<file path="config.mk">
export PLATFORM = sky130hd
export DESIGN_NAME = mma_ctrl
export DESIGN_NICKNAME = d
export VERILOG_FILES = /design/src/rtl/mma_pkg.sv /design/src/rtl/mma_ctrl.sv
export SDC_FILE = /design/constraint.sdc
export NUM_CORES = 1
export LEC_CHECK = 0
export BUFFER_PORTS_ARGS = -buffer_cell sky130_fd_sc_hd__buf_2
export CORE_MARGIN = 4
export CORE_UTILIZATION = 35
export CTS_BUF_LIST = sky130_fd_sc_hd__clkbuf_4
export CTS_CLUSTER_SIZE = 24
export DETAILED_ROUTE_END_ITERATION = 7
export HOLD_SLACK_MARGIN = 0.06
export PLACE_DENSITY_LB_ADDON = 0.1
export SLEW_MARGIN = 15
export SYNTH_ARGS = -nofsm -noshare
export SYNTH_HDL_FRONTEND = slang
export SYNTH_SLANG_ARGS = --single-unit
</file>
<file path="constraint.sdc">
create_clock -name clock -period 2.45 [get_ports clock]
set_input_delay 0.49 -clock clock [delete_from_list [all_inputs] [get_ports clock]]
set_output_delay 0.49 -clock clock [all_outputs]
set_load 0.03 [all_outputs]
</file>
<file path="src/rtl/mma_pkg.sv">
// ----------------------------------------------------------------------------
// Matrix multiply-accumulate package
// Shared widths, request codes and the controller/datapath command and
// status records.
// ----------------------------------------------------------------------------
package mma_pkg;

   localparam int MAX_DIM = 8;
   localparam int IDX_W   = 3;
   localparam int ADDR_W  = 2 * IDX_W;
   localparam int DEPTH   = MAX_DIM * MAX_DIM;
   localparam int ELEM_W  = 16;
   localparam int PROD_W  = 2 * ELEM_W;
   localparam int ACC_W   = 40;
   localparam int SIZE_W  = 4;

   localparam logic [IDX_W-1:0]  DIM_LAST_MAX = IDX_W'(MAX_DIM - 1);
   localparam logic [SIZE_W-1:0] SIZE_MAX     = SIZE_W'(MAX_DIM);
   localparam logic [SIZE_W-1:0] SIZE_RESET   = SIZE_W'(MAX_DIM);

   localparam logic signed [ACC_W-1:0] ACC_MAX = {1'b0, {(ACC_W-1){1'b1}}};
   localparam logic signed [ACC_W-1:0] ACC_MIN = {1'b1, {(ACC_W-1){1'b0}}};

   typedef enum logic {
      REQ_LOAD    = 1'b0,
      REQ_COMPUTE = 1'b1
   } req_kind_type;

   // Command from the controller to the datapath.
   typedef struct packed {
      logic             load;       // write one element of each store
      logic             issue;      // start one multiply-accumulate step
      logic             first;      // step k = 0 of an entry
      logic             last_k;     // step k = n-1 of an entry
      logic             last_elem;  // entry (n-1, n-1)
      logic [IDX_W-1:0] row;
      logic [IDX_W-1:0] col;
      logic [IDX_W-1:0] k;
   } cmd_type;

   // Status from the datapath to the controller.
   typedef struct packed {
      logic advance;  // pipeline moves this cycle
      logic busy;     // steps in flight or a result not yet taken
   } stat_type;

endpackage

</file>
<file path="src/rtl/mma_ctrl.sv">
// ----------------------------------------------------------------------------
// Matrix multiply-accumulate controller
// Holds the size register and walks the row, column and inner-product loops.
// ----------------------------------------------------------------------------
module mma_ctrl (
   input  logic                       clock,
   input  logic                       reset,
   input  logic                       req_valid,
   input  logic                       req_kind,
   output logic                       req_ready,
   input  logic                       csr_valid,
   input  logic [mma_pkg::SIZE_W-1:0] csr_data,
   output logic                       csr_ready,
   input  mma_pkg::stat_type          stat,
   output mma_pkg::cmd_type           cmd
);
   import mma_pkg::*;

   typedef enum logic [1:0] {
      ST_IDLE,
      ST_RUN,
      ST_DRAIN
   } state_type;

   state_type         state_ff;
   logic [SIZE_W-1:0] size_ff;
   logic [IDX_W-1:0]  i_ff, j_ff, k_ff;
   logic [IDX_W-1:0]  dim_last;
   logic              k_end, j_end, i_end;

   // Size zero acts as one, sizes above the maximum act as the maximum.
   always_comb begin
      if (size_ff == '0) begin
         dim_last = '0;
      end else if (size_ff > SIZE_MAX) begin
         dim_last = DIM_LAST_MAX;
      end else begin
         dim_last = IDX_W'(size_ff - SIZE_W'(1));
      end
   end

   assign k_end = (k_ff == dim_last);
   assign j_end = (j_ff == dim_last);
   assign i_end = (i_ff == dim_last);

   assign req_ready = (state_ff == ST_IDLE);
   // The size only changes between computes, never under a running walk.
   assign csr_ready = (state_ff == ST_IDLE);

   always_comb begin
      cmd.load      = (state_ff == ST_IDLE) && req_valid && (req_kind == REQ_LOAD);
      cmd.issue     = (state_ff == ST_RUN) && stat.advance;
      cmd.first     = (k_ff == '0);
      cmd.last_k    = k_end;
      cmd.last_elem = i_end && j_end;
      cmd.row       = i_ff;
      cmd.col       = j_ff;
      cmd.k         = k_ff;
   end

   always_ff @(posedge clock) begin
      if (reset) begin
         state_ff <= ST_IDLE;
         size_ff  <= SIZE_RESET;
         i_ff     <= '0;
         j_ff     <= '0;
         k_ff     <= '0;
      end else begin
         if (csr_valid && csr_ready) begin
            size_ff <= csr_data;
         end
         case (state_ff)
            ST_IDLE: begin
               if (req_valid && (req_kind == REQ_COMPUTE)) begin
                  i_ff     <= '0;
                  j_ff     <= '0;
                  k_ff     <= '0;
                  state_ff <= ST_RUN;
               end
            end
            ST_RUN: begin
               if (stat.advance) begin
                  if (!k_end) begin
                     k_ff <= k_ff + IDX_W'(1);
                  end else begin
                     k_ff <= '0;
                     if (!j_end) begin
                        j_ff <= j_ff + IDX_W'(1);
                     end else begin
                        j_ff <= '0;
                        if (!i_end) begin
                           i_ff <= i_ff + IDX_W'(1);
                        end else begin
                           state_ff <= ST_DRAIN;
                        end
                     end
                  end
               end
            end
            ST_DRAIN: begin
               if (!stat.busy) begin
                  state_ff <= ST_IDLE;
               end
            end
            default: begin
               state_ff <= ST_IDLE;
            end
         endcase
      end
   end

   // A new request is never taken while results of the last compute remain.
   a_idle_empty: assert property (@(posedge clock) disable iff (reset)
      (req_valid && req_ready) |-> !stat.busy)
      else $error("request accepted while the pipeline is busy");

   // Counters stay inside the matrix in use while stepping.
   a_cnt_range: assert property (@(posedge clock) disable iff (reset)
      (state_ff == ST_RUN) |-> (i_ff <= dim_last && j_ff <= dim_last && k_ff <= dim_last))
      else $error("loop counter beyond matrix size");

   // The final step of the walk is always the final entry's last step.
   a_walk_end: assert property (@(posedge clock) disable iff (reset)
      (state_ff == ST_RUN) ##1 (state_ff == ST_DRAIN) |->
         $past(cmd.issue && cmd.last_k && cmd.last_elem))
      else $error("walk ended away from the final entry");

endmodule

</file>
# == Yosys cells after proc, flatten, opt, wreduce, memory -nomap -nowiden ==
# Index checks and enable logic that the tools add are counted.
# classes
mux,22
n_mul,0
n_eq_ne,12
shift,0
bitwise,1
div_mod_pow,0
addsub,4
reduce_logical,14
magnitude_cmp,1
# ops
operator,count
3-bit two-way mux,12
3-bit one-hot mux with 2 select lines,3
2-bit two-way mux,6
"2-bit inequality test, second input constant",6
6-bit AND reduction,2
"3-bit by 1-bit adder with 3-bit output, second input constant",3
3-bit equality test,3
1-bit logical AND,6
2-bit one-hot mux with 3 select lines,1
"4-bit > comparator, second input constant",1
4-bit zero test,1
4-bit AND reduction,1
3-bit zero test,1
3-bit AND reduction,1
"3-bit by 1-bit subtractor with 3-bit output, second input constant",1
"2-bit by 1-bit equality test with 1-bit output, second input constant",1
"2-bit equality test, second input constant",1
2-bit zero test,1
"2-bit by 1-bit inequality test with 1-bit output, second input constant",1
2-bit nonzero test,1
1-bit NOT,1
# word_totals
regBits,15
rom_bits,0
latch_bits,0
n_memories,0
ramBits,0

# == Depth between registers and ports, before layout ==
# logic_depth
ltp_word,9
ltp_mapped,9

# == Least setup slack after synthesis ==
# OpenSTA, ideal clock, no wires.
# synth_path
kind,register to output
from,register size_ff[0]
to,output cmd[9] (netlist bit)
path_stages_with_launch,9
setup_slack_ns,-0.018
path_buffers,1
arrival_time_ns,1.978
required_ns,1.960
cell_sequence,dfxtp_1 -> inv_1 -> ha_1 -> clkbuf_8 -> or4b_1 -> o221ai_1 -> o2bb2ai_1 -> o21ba_2 -> and2_2
# synth_lines
item,line,rtl
from (decl),mma_ctrl.sv:26,logic [SIZE_W-1:0] size_ff;
from (signal assigned),mma_ctrl.sv:70,size_ff <= csr_data;
to (decl),mma_ctrl.sv:15,output mma_pkg::cmd_type cmd

==> metrics.yaml <==
ys_ff_latch: 15
setup_violations: 2
clk_pin_slew_worst_paths_ns: 0.10
die_area_um2: 4960
maxCapViolCount: 0
grtUsageTotal_pct: 15.1
relSlewSlack_pct: 70.4
finalMaxSlewViolations: 0
grt_pass1_vias: 1288
globalRouteOverflowTotal: 0
synth_top_cell_by_area: "dfxtp_1"
synth_async_sr_flop_share_pct: 0
initial_utilization_pct: 36.7
firstDrtPassIters: 4
start_kind: "register"
synth_flop_cell: "dfxtp_1"
coreArea_um2: 3720
drt_iter0_drc: 51
wl_per_cell_um: 14.6
antenna_found_initial: 0
ir_drop_mv: 0.145
die_x_um: 70.4
rr_endpoint: "i_ff[0]$_SDFFE_PP0P_"
antenna_left: 0
ys_warn_count: 0
cts_tree: "done"
vias_per_cell: 5.30
worst-slew-pin-transition_ns: 0.444
finalNetCount: 217
dpl_cell_area_um2: 1600
clock_path_buffers: 2
yosysUniqueCellTypes: 62
rows: 22
io-pin-count: 27
skew_ns: 0.00121
rsz0062_at_grt: "true"
routabilityCongestion: 0.819
synth_edf_count: 0
hpwl_um: 2650
hold_buffers: 0
syn_avg_cell_area_um2: 8.68
powerDensity_nw_per_um2: 385
fin_util_pct: 47.8
r2r_slack_ns: 0.14
min_period_ns: 2.57
yosysSeqAreaShare_pct: 22.0
yosysTopAreaCellShare_pct: 22.0
htree_levels: 1
failed_checks: "setup timing"
final_cell_area_um2: 1780
netlist_instances: 157
drive_above_1_share_pct: 45.5
period_share_pct: 105
cts_root_buf: "clkbuf_4"
grt_max_degree: 14
required_ns: 1.96
io_buffers: 26
numCtsBuffers: 3
cp-end-kind: "output port"
worstHoldStart: "csr_data[0]"
areaGrowthSynthToFinish_pct: 30.3
arrival_ns: 2.08
hold-path-cell-count: 3
power_leakage_nw: 0.736
total_power_mw: 0.684
path_max_fanout: 5
syn_nets: 173
holdCritPathClass: "in -> reg"
fmax_mhz: 390
r2r_start: "size_ff[0]$_SDFFE_PP0P_"
cts_num_sinks: 15
drc_errors: 0
status: "finished, violations left"
synth_common_cells: "dfxtp_1, nor2_1, nand2_1, a21oi_1, inv_1"
antenna_cells: 0
worstRegToRegCells: 10
syn_area_um2: 1360
min_to: "size_ff[0]$_SDFFE_PP0P_"
final_hold_viol_count: 0
setup_slack_ns: -0.116
insertion_delay_ns: 0.30
grt_pass1_wl_um: 6040
vias: 1315
wirelength_um: 3630
crit_type: "reg -> out"
die_h_um: 70.4
synthTopCellsByArea: "dfxtp_1, ha_1, nor2_1, a21oi_1, nand2_1"
-- state kept, by name, indices dropped and copies added, names as in the netlist --
signal / count
size_ff: 4
j_ff: 3
k_ff: 3
i_ff: 3
state_ff: 2
-- metal layers --
layer	global-route usage (%)	up-vias	wire, um
li1	-	671	-
met1	20.0	623	1740
met2	24.5	17	1740
met3	2.01	4	99
met4	5.96	0	48
met5	0	-	0
-- worst max-delay path by stage --
stage	startpoint	endpoint	slack, ns	cells past startpoint
floorplan	size_ff[0]$_SDFFE_PP0P_	cmd[9]	0.02	8
global placement	size_ff[0]$_SDFFE_PP0P_	cmd[9]	0.04	9
detailed placement	size_ff[0]$_SDFFE_PP0P_	cmd[9]	0.04	9
CTS	size_ff[0]$_SDFFE_PP0P_	cmd[9]	-0.15	9
global route	size_ff[0]$_SDFFE_PP0P_	cmd[9]	-0.19	9
finish	size_ff[0]$_SDFFE_PP0P_	cmd[9]	-0.12	9
-- metrics by stage --
step,TNS (ns),std cells,hold slack [ns],setup slack [ns]
floorplan,0,157,0.551,0.0190
global placement,0,239,0.505,0.0382
detailed placement,0,239,0.516,0.0394
CTS,-0.161,246,0.401,-0.149
global route,-0.300,248,0.424,-0.193
finish,-0.123,248,0.412,-0.116
-- critical path, stage by stage (launching register included) --
cell	delay, ns
dfxtp_2	0.35
inv_2	0.05
ha_4	0.17
buf_6	0.12
and3b_2	0.23
a21oi_1	0.04
o311a_1	0.32
nor3_4	0.20
and2_4	0.17
buf_6	0.12
-- cells in the final DEF, fill, tap and decap left out, types with 2 or more instances in the layout --
cell type  instances
and2_1             2
o21ai_0            5
a21oi_1           10
xnor2_1            4
mux2i_1            3
nand2_1           11
nor2_1            14
nand4b_1           2
o21ai_2            2
or4_1              2
clkbuf_4           3
buf_4             20
and4bb_2           2
xor2_1             2
nor2b_1            4
nand2b_1           3
buf_2             24
ha_1               4
maj3_2             2
o2bb2ai_2          2
nand3_1            3
dfxtp_1           12
a31oi_1            3
nand3b_1           3
o221a_2            2
buf_6              5
inv_2              2
dfxtp_2            3
inv_1              7
-- kinds of logic (layout without fill, tap and decap cells) --
logic type / after synthesis / count (layout) / share of synthesized area (%)
AO/OA/AOI/OAI: 43 / 43 / 26.2
multiplexers: 5 / 5 / 4.13
AND/OR/NAND/NOR: 62 / 62 / 28.6
buffers and inverters: 19 / 62 / 9.09
XOR/XNOR: 6 / 6 / 3.86
adder cells (fa/ha/maj): 7 / 7 / 6.15
flip-flops: 15 / 15 / 22.0
-- where the power goes --
| part | internal (mW) | switching [mW] |
|---|---|---|
| Sequential | 0.252 | 0.0146 |
| Clock | 0.0609 | 0.0972 |
| Combinational | 0.121 | 0.138 |
-- final cells by class --
| cell class | count | area, um^2 |
|---|---|---|
| clock buffer | 3 | 22.5 |
| sequential | 15 | 304 |
| multi-input combinational | 123 | 1020 |
| clock inverter | 1 | 5.00 |
| tap | 48 | 60.1 |
| fill | 386 | 1940 |
| timing repair buffer | 49 | 327 |
| inverter | 9 | 33.8 |
-- what timing repair did --
action,in CTS,in global routing
pin swaps,6,11
resized for setup,22,9
cloned,1,0
buffers inserted,2,2
endpoints found under the setup margin,2,4
(Power assumes the default switching activity.)
