**config.mk**
```make
export PLATFORM = sky130hd
export DESIGN_NAME = mma_datapath
export DESIGN_NICKNAME = d
export VERILOG_FILES = /design/src/rtl/mma_pkg.sv /design/src/rtl/mma_datapath.sv
export SDC_FILE = /design/constraint.sdc
export NUM_CORES = 2
export LEC_CHECK = 0
export BUFFER_PORTS_ARGS = -buffer_cell sky130_fd_sc_hd__buf_2
export CAP_MARGIN = 40
export CORE_AREA = 2 2 561 563
export CTS_CLUSTER_DIAMETER = 150
export CTS_CLUSTER_SIZE = 10
export DETAILED_ROUTE_END_ITERATION = 10
export DIE_AREA = 0 0 563 565
export HOLD_SLACK_MARGIN = 0.06
export PLACE_DENSITY_LB_ADDON = 0.08
export SYNTH_ARGS = -nofsm -noshare
export SYNTH_HDL_FRONTEND = slang
export SYNTH_MEMORY_MAX_BITS = 65536
export SYNTH_SLANG_ARGS = --single-unit
export TNS_END_PERCENT = 5
```
**constraint.sdc**
```tcl
create_clock -name clock -period 13.5 [get_ports clock]
set_input_delay 0.675 -clock clock [delete_from_list [all_inputs] [get_ports clock]]
set_output_delay 0.675 -clock clock [all_outputs]
set_load 0.02 [all_outputs]
```
**src/rtl/mma_pkg.sv**
```systemverilog
// ----------------------------------------------------------------------------
// Matrix multiply-accumulate package
// Shared widths, request codes and the controller/datapath command and
// status records.
// ----------------------------------------------------------------------------
package mma_pkg;

   localparam int MAX_DIM = 8;
   localparam int IDX_W   = 3;
   localparam int ADDR_W  = 2 * IDX_W;
   localparam int DEPTH   = MAX_DIM * MAX_DIM;
   localparam int ELEM_W  = 16;
   localparam int PROD_W  = 2 * ELEM_W;
   localparam int ACC_W   = 40;
   localparam int SIZE_W  = 4;

   localparam logic [IDX_W-1:0]  DIM_LAST_MAX = IDX_W'(MAX_DIM - 1);
   localparam logic [SIZE_W-1:0] SIZE_MAX     = SIZE_W'(MAX_DIM);
   localparam logic [SIZE_W-1:0] SIZE_RESET   = SIZE_W'(MAX_DIM);

   localparam logic signed [ACC_W-1:0] ACC_MAX = {1'b0, {(ACC_W-1){1'b1}}};
   localparam logic signed [ACC_W-1:0] ACC_MIN = {1'b1, {(ACC_W-1){1'b0}}};

   typedef enum logic {
      REQ_LOAD    = 1'b0,
      REQ_COMPUTE = 1'b1
   } req_kind_type;

   // Command from the controller to the datapath.
   typedef struct packed {
      logic             load;       // write one element of each store
      logic             issue;      // start one multiply-accumulate step
      logic             first;      // step k = 0 of an entry
      logic             last_k;     // step k = n-1 of an entry
      logic             last_elem;  // entry (n-1, n-1)
      logic [IDX_W-1:0] row;
      logic [IDX_W-1:0] col;
      logic [IDX_W-1:0] k;
   } cmd_type;

   // Status from the datapath to the controller.
   typedef struct packed {
      logic advance;  // pipeline moves this cycle
      logic busy;     // steps in flight or a result not yet taken
   } stat_type;

endpackage

```
**src/rtl/mma_datapath.sv**
```systemverilog
// ----------------------------------------------------------------------------
// Matrix multiply-accumulate datapath
// Element stores, multiplier pipeline, saturating accumulator and result
// register.
// ----------------------------------------------------------------------------
module mma_datapath (
   input  logic                              clock,
   input  logic                              reset,
   input  mma_pkg::cmd_type                  cmd,
   output mma_pkg::stat_type                 stat,
   input  logic [mma_pkg::IDX_W-1:0]         ld_row,
   input  logic [mma_pkg::IDX_W-1:0]         ld_col,
   input  logic signed [mma_pkg::ELEM_W-1:0] ld_left,
   input  logic signed [mma_pkg::ELEM_W-1:0] ld_right,
   input  logic signed [mma_pkg::ACC_W-1:0]  ld_acc,
   output logic                              rsp_valid,
   input  logic                              rsp_ready,
   output logic [mma_pkg::IDX_W-1:0]         rsp_row,
   output logic [mma_pkg::IDX_W-1:0]         rsp_col,
   output logic signed [mma_pkg::ACC_W-1:0]  rsp_acc,
   output logic                              rsp_sat,
   output logic                              rsp_last
);
   import mma_pkg::*;

   logic signed [ELEM_W-1:0] left_mem  [DEPTH];
   logic signed [ELEM_W-1:0] right_mem [DEPTH];
   logic signed [ACC_W-1:0]  acc_mem   [DEPTH];

   logic advance;

   // Stage 1: registered store reads.
   logic                     s1_valid_ff;
   logic                     s1_first_ff, s1_last_k_ff, s1_last_elem_ff;
   logic [IDX_W-1:0]         s1_row_ff, s1_col_ff;
   logic signed [ELEM_W-1:0] s1_left_ff, s1_right_ff;
   logic signed [ACC_W-1:0]  s1_acc_ff;

   // Stage 2: registered product.
   logic                     s2_valid_ff;
   logic                     s2_first_ff, s2_last_k_ff, s2_last_elem_ff;
   logic [IDX_W-1:0]         s2_row_ff, s2_col_ff;
   logic signed [PROD_W-1:0] s2_prod_ff;
   logic signed [ACC_W-1:0]  s2_acc_ff;

   // Running accumulator.
   logic signed [ACC_W-1:0]  run_acc_ff;
   logic                     run_sat_ff;

   // Result register.
   logic                     rsp_valid_ff;
   logic [IDX_W-1:0]         rsp_row_ff, rsp_col_ff;
   logic signed [ACC_W-1:0]  rsp_acc_ff;
   logic                     rsp_sat_ff, rsp_last_ff;

   logic signed [ACC_W-1:0]  base;
   logic signed [ACC_W:0]    sum_wide;
   logic signed [ACC_W-1:0]  acc_in;
   logic                     sat_step, sat_in;
   logic                     wb_en;
   logic [ADDR_W-1:0]        wr_addr;
   logic signed [ACC_W-1:0]  acc_wr_data;

   assign advance = !rsp_valid_ff || rsp_ready;

   always_comb begin
      stat.advance = advance;
      stat.busy    = s1_valid_ff || s2_valid_ff || rsp_valid_ff;
   end

   // Accumulate with saturation after each addition.
   always_comb begin
      base     = s2_first_ff ? s2_acc_ff : run_acc_ff;
      sum_wide = {base[ACC_W-1], base} + (ACC_W+1)'(s2_prod_ff);
      sat_step = (sum_wide[ACC_W] != sum_wide[ACC_W-1]);
      if (!sat_step) begin
         acc_in = sum_wide[ACC_W-1:0];
      end else if (sum_wide[ACC_W]) begin
         acc_in = ACC_MIN;
      end else begin
         acc_in = ACC_MAX;
      end
      sat_in = sat_step || (!s2_first_ff && run_sat_ff);
   end

   assign wb_en       = advance && s2_valid_ff && s2_last_k_ff;
   assign wr_addr     = cmd.load ? {ld_row, ld_col} : {s2_row_ff, s2_col_ff};
   assign acc_wr_data = cmd.load ? ld_acc : acc_in;

   // Stores.
   always_ff @(posedge clock) begin
      if (cmd.load) begin
         left_mem[wr_addr]  <= ld_left;
         right_mem[wr_addr] <= ld_right;
      end
      if (cmd.load || wb_en) begin
         acc_mem[wr_addr] <= acc_wr_data;
      end
      if (advance) begin
         s1_left_ff  <= left_mem[{cmd.row, cmd.k}];
         s1_right_ff <= right_mem[{cmd.k, cmd.col}];
         s1_acc_ff   <= acc_mem[{cmd.row, cmd.col}];
      end
   end

   // Pipeline payload.
   always_ff @(posedge clock) begin
      if (advance) begin
         s1_first_ff     <= cmd.first;
         s1_last_k_ff    <= cmd.last_k;
         s1_last_elem_ff <= cmd.last_elem;
         s1_row_ff       <= cmd.row;
         s1_col_ff       <= cmd.col;

         s2_first_ff     <= s1_first_ff;
         s2_last_k_ff    <= s1_last_k_ff;
         s2_last_elem_ff <= s1_last_elem_ff;
         s2_row_ff       <= s1_row_ff;
         s2_col_ff       <= s1_col_ff;
         s2_prod_ff      <= s1_left_ff * s1_right_ff;
         s2_acc_ff       <= s1_acc_ff;

         if (s2_valid_ff) begin
            run_acc_ff <= acc_in;
            run_sat_ff <= sat_in;
         end
         if (wb_en) begin
            rsp_row_ff  <= s2_row_ff;
            rsp_col_ff  <= s2_col_ff;
            rsp_acc_ff  <= acc_in;
            rsp_sat_ff  <= sat_in;
            rsp_last_ff <= s2_last_elem_ff;
         end
      end
   end

   // Valid bits.
   always_ff @(posedge clock) begin
      if (reset) begin
         s1_valid_ff  <= 1'b0;
         s2_valid_ff  <= 1'b0;
         rsp_valid_ff <= 1'b0;
      end else if (advance) begin
         s1_valid_ff  <= cmd.issue;
         s2_valid_ff  <= s1_valid_ff;
         rsp_valid_ff <= s2_valid_ff && s2_last_k_ff;
      end
   end

   assign rsp_valid = rsp_valid_ff;
   assign rsp_row   = rsp_row_ff;
   assign rsp_col   = rsp_col_ff;
   assign rsp_acc   = rsp_acc_ff;
   assign rsp_sat   = rsp_sat_ff;
   assign rsp_last  = rsp_last_ff;

   // Loads only happen with the pipeline empty.
   a_load_empty: assert property (@(posedge clock) disable iff (reset)
      cmd.load |-> !stat.busy)
      else $error("load while compute in flight");

   // A step is only issued when the pipeline is moving.
   a_issue_adv: assert property (@(posedge clock) disable iff (reset)
      cmd.issue |-> advance)
      else $error("step issued during a stall");

   // A finished entry reaches the result register on the next edge.
   a_wb_rsp: assert property (@(posedge clock) disable iff (reset)
      wb_en |=> (rsp_valid_ff && rsp_acc_ff == $past(acc_in)))
      else $error("finished entry not registered");

endmodule

```
Yosys cells after proc, flatten, opt, wreduce, memory -nomap -nowiden. Memories as Yosys holds them, arrays and structs flattened. A register that Yosys moved wholly into a read port is not among the register bits. Cells that the tools add are included.

Reductions and logical operators: 13. Mux-type cells: 9. Add/subtract/negate cells: 1. Multiply operators: 1. Eq/ne operators: 1.

Operators by type and width (count): 2-to-1 mux 40 bit (4); adder 40 x 32 -> 41 bit (1); multiplier 16 x 16 -> 32 bit (1); 2-to-1 mux 6 bit (1); logical OR 1 bit (5); logical AND 1 bit (4); 2-to-1 mux 1 bit (4); AND reduction 2 bit (2); zero test 1 bit (2); inequality test 1 bit (1).

Bits of input ports: 95. Word-level logic and storage cells: 50. Memories: 3. Bits in registers: 182. Bits in writable memories: 4608.

Memories: acc_mem (depth 64, width 40, rd ports 1, clocked after Yosys merged registers in 1, write ports 1, line mma_datapath.sv:28) `logic signed [ACC_W-1:0] acc_mem [DEPTH];`; left_mem (depth 64, width 16, rd ports 1, clocked after Yosys merged registers in 1, write ports 1, line mma_datapath.sv:26) `logic signed [ELEM_W-1:0] left_mem [DEPTH];`; right_mem (depth 64, width 16, rd ports 1, clocked after Yosys merged registers in 1, write ports 1, line mma_datapath.sv:27) `logic signed [ELEM_W-1:0] right_mem [DEPTH];`.

Logic depth before layout (Yosys ltp).
Word-level depth: 7. Depth in mapped cells: 24.

Worst setup path after synthesis. No wires, ideal clock.

Path kind: input to register. Start: in rsp_ready. End: mem acc_mem[16][0] (enable). Arrival time: 10.313 ns. Cell stages on the path: 9. Library setup time: 0.438 ns. Slack: 2.749 ns. Required time: 13.062 ns. Cells stage by stage: nand2b_1 > clkbuf_1 > and2_1 > nand2_1 > inv_1 > nand2_1 > o21ai_0 > nand2_1 > nor2_1.

Cells in the longest elaborated chain, start to end: 6.

Ends and longest elaborated chain: start, declared (line mma_datapath.sv:17) `input logic rsp_ready,`; logical OR 1 bit (line mma_datapath.sv:64) `assign advance = !rsp_valid_ff || rsp_ready;`; named net advance (line mma_datapath.sv:30) `logic advance;`; logical AND 1 bit (2 in a row) (line mma_datapath.sv:86) `assign wb_en = advance && s2_valid_ff && s2_last_k_ff;`; logical OR 1 bit (line mma_datapath.sv:96) `if (cmd.load || wb_en) begin`; 2-to-1 mux 1 bit (line mma_datapath.sv:96); 2-to-1 mux 1 bit (implied by the code) (line mma_datapath.sv:97) `acc_mem[wr_addr] <= acc_wr_data;`; end, declared (line mma_datapath.sv:28).

The timed path passes the listed nets, and every way through them passes these cells.

Final worst setup path.
Start: reg s1_right_ff[2], read port of right_mem. End: reg s2_prod_ff[24], data pin.

Cells in the longest elaborated chain, start to end: 1.

Ends and longest elaborated chain: start, declared (line mma_datapath.sv:36) `logic signed [ELEM_W-1:0] s1_left_ff, s1_right_ff;`; multiplier 16 x 16 -> 32 bit (line mma_datapath.sv:120) `s2_prod_ff <= s1_left_ff * s1_right_ff;`; end signal, assigned (line mma_datapath.sv:120); end, declared (line mma_datapath.sv:43) `logic signed [PROD_W-1:0] s2_prod_ff;`.

Every way passes these cells. A chain may end at the register's enable or synchronous reset.

==> run metrics <==
worst path cell trace=and2_1 -> fa_1 -> inv_1 -> fa_1 -> fa_1 -> inv_1 -> fa_1 -> fa_1 -> inv_1 -> fa_1 -> inv_1 -> ha_1 -> and3_1 -> a21oi_1 -> o21ai_0 -> a2111oi_0 -> o31ai_1 -> a21o_1 -> nand2_1 -> a21boi_0 -> xor2_1; clock buffer count from CTS=roughly 560; CP max FO=16; fraction of layout cells with a size suffix above 1=a little under a third; area of the die=~0.32 mm²; Met2 Wirelength=around 240000 µm; maxcap violations=0; post-route ant nets=0; largest family of logic cells by synthesized area=multiplexers; port bufs=approximately 150; Syn Nets=slightly above 9k; Compound-Gate Fraction of Synth Area=0.9557%; largest vdd supply drop=1176 µV; met1 wire length=roughly 200000 µm; synthesized-area fraction occupied by and/or/nand/nor cells=under 10%; largest stage delay on the critical path=about 0.76 ns; R2R setup slack=6.52 ns; clk slew on worst S/H paths=0.06 ns; Layout fillers=about 18k; Tmin final=between 6 and 7 ns; CTS Root Cell=clkbuf_16; initial antenna violation count=84; Die Wd=563 µm; Iter 0 DRT Violations=about 14k; Final Slew Violations=0; Non-Filler Instances=~13k; crit path capture type=flop; final instance area=around 0.22 mm²; FF/Latch Area=0.1460 mm²; reg2reg start=s1_right_ff[2]$_DFFE_PN_; placed instance area=just over 0.2 mm²; worst path required time=around 14 ns; Cells after DPL=between 10k and 15k; overall power=about 54 mW; most frequent cells in the layout=4859 x edfxtp_1, 1505 x mux4_2, 573 x clkbuf_16, 298 x inv_1, 263 x fa_1; worst r2r dst=s2_prod_ff[24]$_DFFE_PN_; num ports=146; Worst Skew=just over 0.06 ns; HPWL after DPL=287500 µm; Post-Syn Area=0.1957 mm²; Area Overhead vs Synth=13.13%; Worst-Margin Slew=about 1.0 ns; Final #Nets=between 9k and 10k; Syn Area/Cell=between 20 and 25 µm²; Pwr Density=between 200 and 250 mW/mm²; Tcrit/Tclk final=between 50% and 60%; total track usage=between 30% and 40%; RSZ-0062 raised after global routing=no; CTS Sinks=just under 5k; CP Launch Point=s1_right_ff[2]$_DFFE_PN_; drt drc=0; core area=0.3114 mm²; largest net degree at the start of global routing=145; Die H=565 µm; cell count after synthesis=about 8.6k; Critical Path Start Type=flop; vias per inst=7.097; row count=roughly 210; # setup viols final=0; Leak=around 71 nW; metal3 WL=62850 µm; post-synthesis mux area share=between 10% and 20%; vias in the first global route=roughly 96k; share of flip-flops with an asynchronous set or reset after synthesis=0%; f_max=approximately 140 MHz; Synth Flop Type=edfxtp_1; gr ovfl total=0; reg2reg path depth=21; vias post-DR=approximately 96k; DRT Pass-1 Iters=6; FF+latch count, synth=4862; hold endpoint=left_mem[42][4]$_DFFE_PP_; Adder-Cell Fraction of Synth Area=3.476%; Crit path top cell by count=fa_1; hold path startpoint=ld_left[4]; clk_lat worst skew=about 1.0 ns; first-pass GRT wire length=slightly above 700000 µm; H-tree depth=6; most common cell after layout, fill and taps aside=edfxtp_1; Total Wirelength=approximately 510000 µm; GPL Wtd Cong=between 0.8 and 0.9; Worst Hold Path Cells=1; Gates resized, CTS repair=0; footprint of the multi-input gates=0.04839 mm²; XOR/XNOR share of the synthesized area=less than 1%; Hold Crit Class=input port to flop; status=finished, final reports clean; final core utilization=71.11%; yosys warns=0; Post-synth EDFFs=about 4.9k; Critical Path AT=7.71 ns; drt wl/cell=around 38 µm; Slew headroom=around 30%; sequential area share after synthesis=74.58%; Highest Signal Layer=met5; synth unique cells=between 70 and 80; Final Hold Viols=0; WS Path Type=flop to flop; starting density of the core=a little over three fifths; CTS tree=done; Max clock buf depth=4; Slowest cell on crit path=a2111oi_0; sum of negative setup slack=0 ns
[Yosys cell counts, types with 51 or more instances]
cell	n	area share, %
o21ai_0	66	0.17
buf_2	51	0.13
a21oi_1	104	0.27
buf_1	77	0.15
clkbuf_1	291	0.56
fa_1	263	2.7
mux4_2	1505	17
nor2_1	228	0.44
ha_1	122	0.78
edfxtp_1	4859	75
and2_1	131	0.42
nand2_1	234	0.45
inv_1	299	0.57
[sequential cells by signal (all words and copies together), names as in the netlist, 3 cells and up]
name and cells:
run_acc_ff 40, s1_right_ff 16, s1_col_ff 3, rsp_row 3, rsp_acc 40, left_mem 1024, s1_left_ff 16, rsp_col 3
s1_row_ff 3, s2_prod_ff 32, s2_row_ff 3, right_mem 1024, s1_acc_ff 40, s2_acc_ff 40, s2_col_ff 3, acc_mem 2560
[layout make-up]
| cell class | count | share of cell area (%) |
|---|---|---|
| multi-input cells | 2998 | 21.85 |
| clock buffers | 581 | 6.489 |
| flip-flops and latches | 4862 | 65.92 |
| repair buffers | 520 | 2.507 |
| well taps | 4140 | 2.339 |
| diodes | 17 | 0.01921 |
| clock inverters | 42 | 0.3622 |
| inverters | 299 | 0.5069 |
[cells by family after synthesis]
| family | Yosys count |
|---|---|
| simple gates | 678 |
| fa+ha+maj | 386 |
| compound gates | 296 |
| buf+inv | 724 |
| flops | 4862 |
| mux | 1565 |
| xor+xnor | 73 |
[metrics by stage]
stage / setup slack (ns) / hold slack, ns
floorplan: 2.749 / 0.4003
global placement: 6.760 / 0.4013
detailed placement: 6.544 / 0.4045
CTS: 6.568 / 0.06572
global route: 6.204 / 0.1095
finish: 6.517 / 0.1067
[worst max path at each step]
stage	endpoint	slack [ns]	cells after the start
floorplan	acc_mem[16][0]$_DFFE_PP_	2.75	9
global placement	s2_prod_ff[24]$_DFFE_PN_	6.76	22
detailed placement	s2_prod_ff[24]$_DFFE_PN_	6.54	22
CTS	s2_prod_ff[24]$_DFFE_PN_	6.57	22
global route	s2_prod_ff[24]$_DFFE_PN_	6.20	22
finish	s2_prod_ff[24]$_DFFE_PN_	6.52	21
[critical path, delay by kind of cell (launching register included)]
family,cells,cell delay (ns)
AND/OR/NAND/NOR,3,0.60
adder cells (fa/ha/maj),7,3.44
flip-flops,1,0.65
XOR/XNOR,1,0.16
buffers and inverters,4,0.22
AO/OA/AOI/OAI,6,1.64
[metal layers]
metal / up-vias / global-route usage (%)
met5: - / 0
met3: 829 / 7.774
met4: 20 / 8.074
met2: 6295 / 49.40
met1: 51605 / 49.17
li1: 36770 / -
[report_power, final]
group | total, mW | internal (mW) | leakage, nW | switching, mW
sequential | 20.5 | 20.3 | 44.1 | 0.275
combinational | 20.0 | 7.25 | 19.9 | 12.7
clock | 13.2 | 7.53 | 7.41 | 5.63
[timing repair]
| action | CTS | global route |
|---|---|---|
| hold buffers | 35 | 0 |
| hold endpoints to repair | 330 | 0 |
| setup buffers | 0 | 0 |
(Power assumes the default switching activity.)
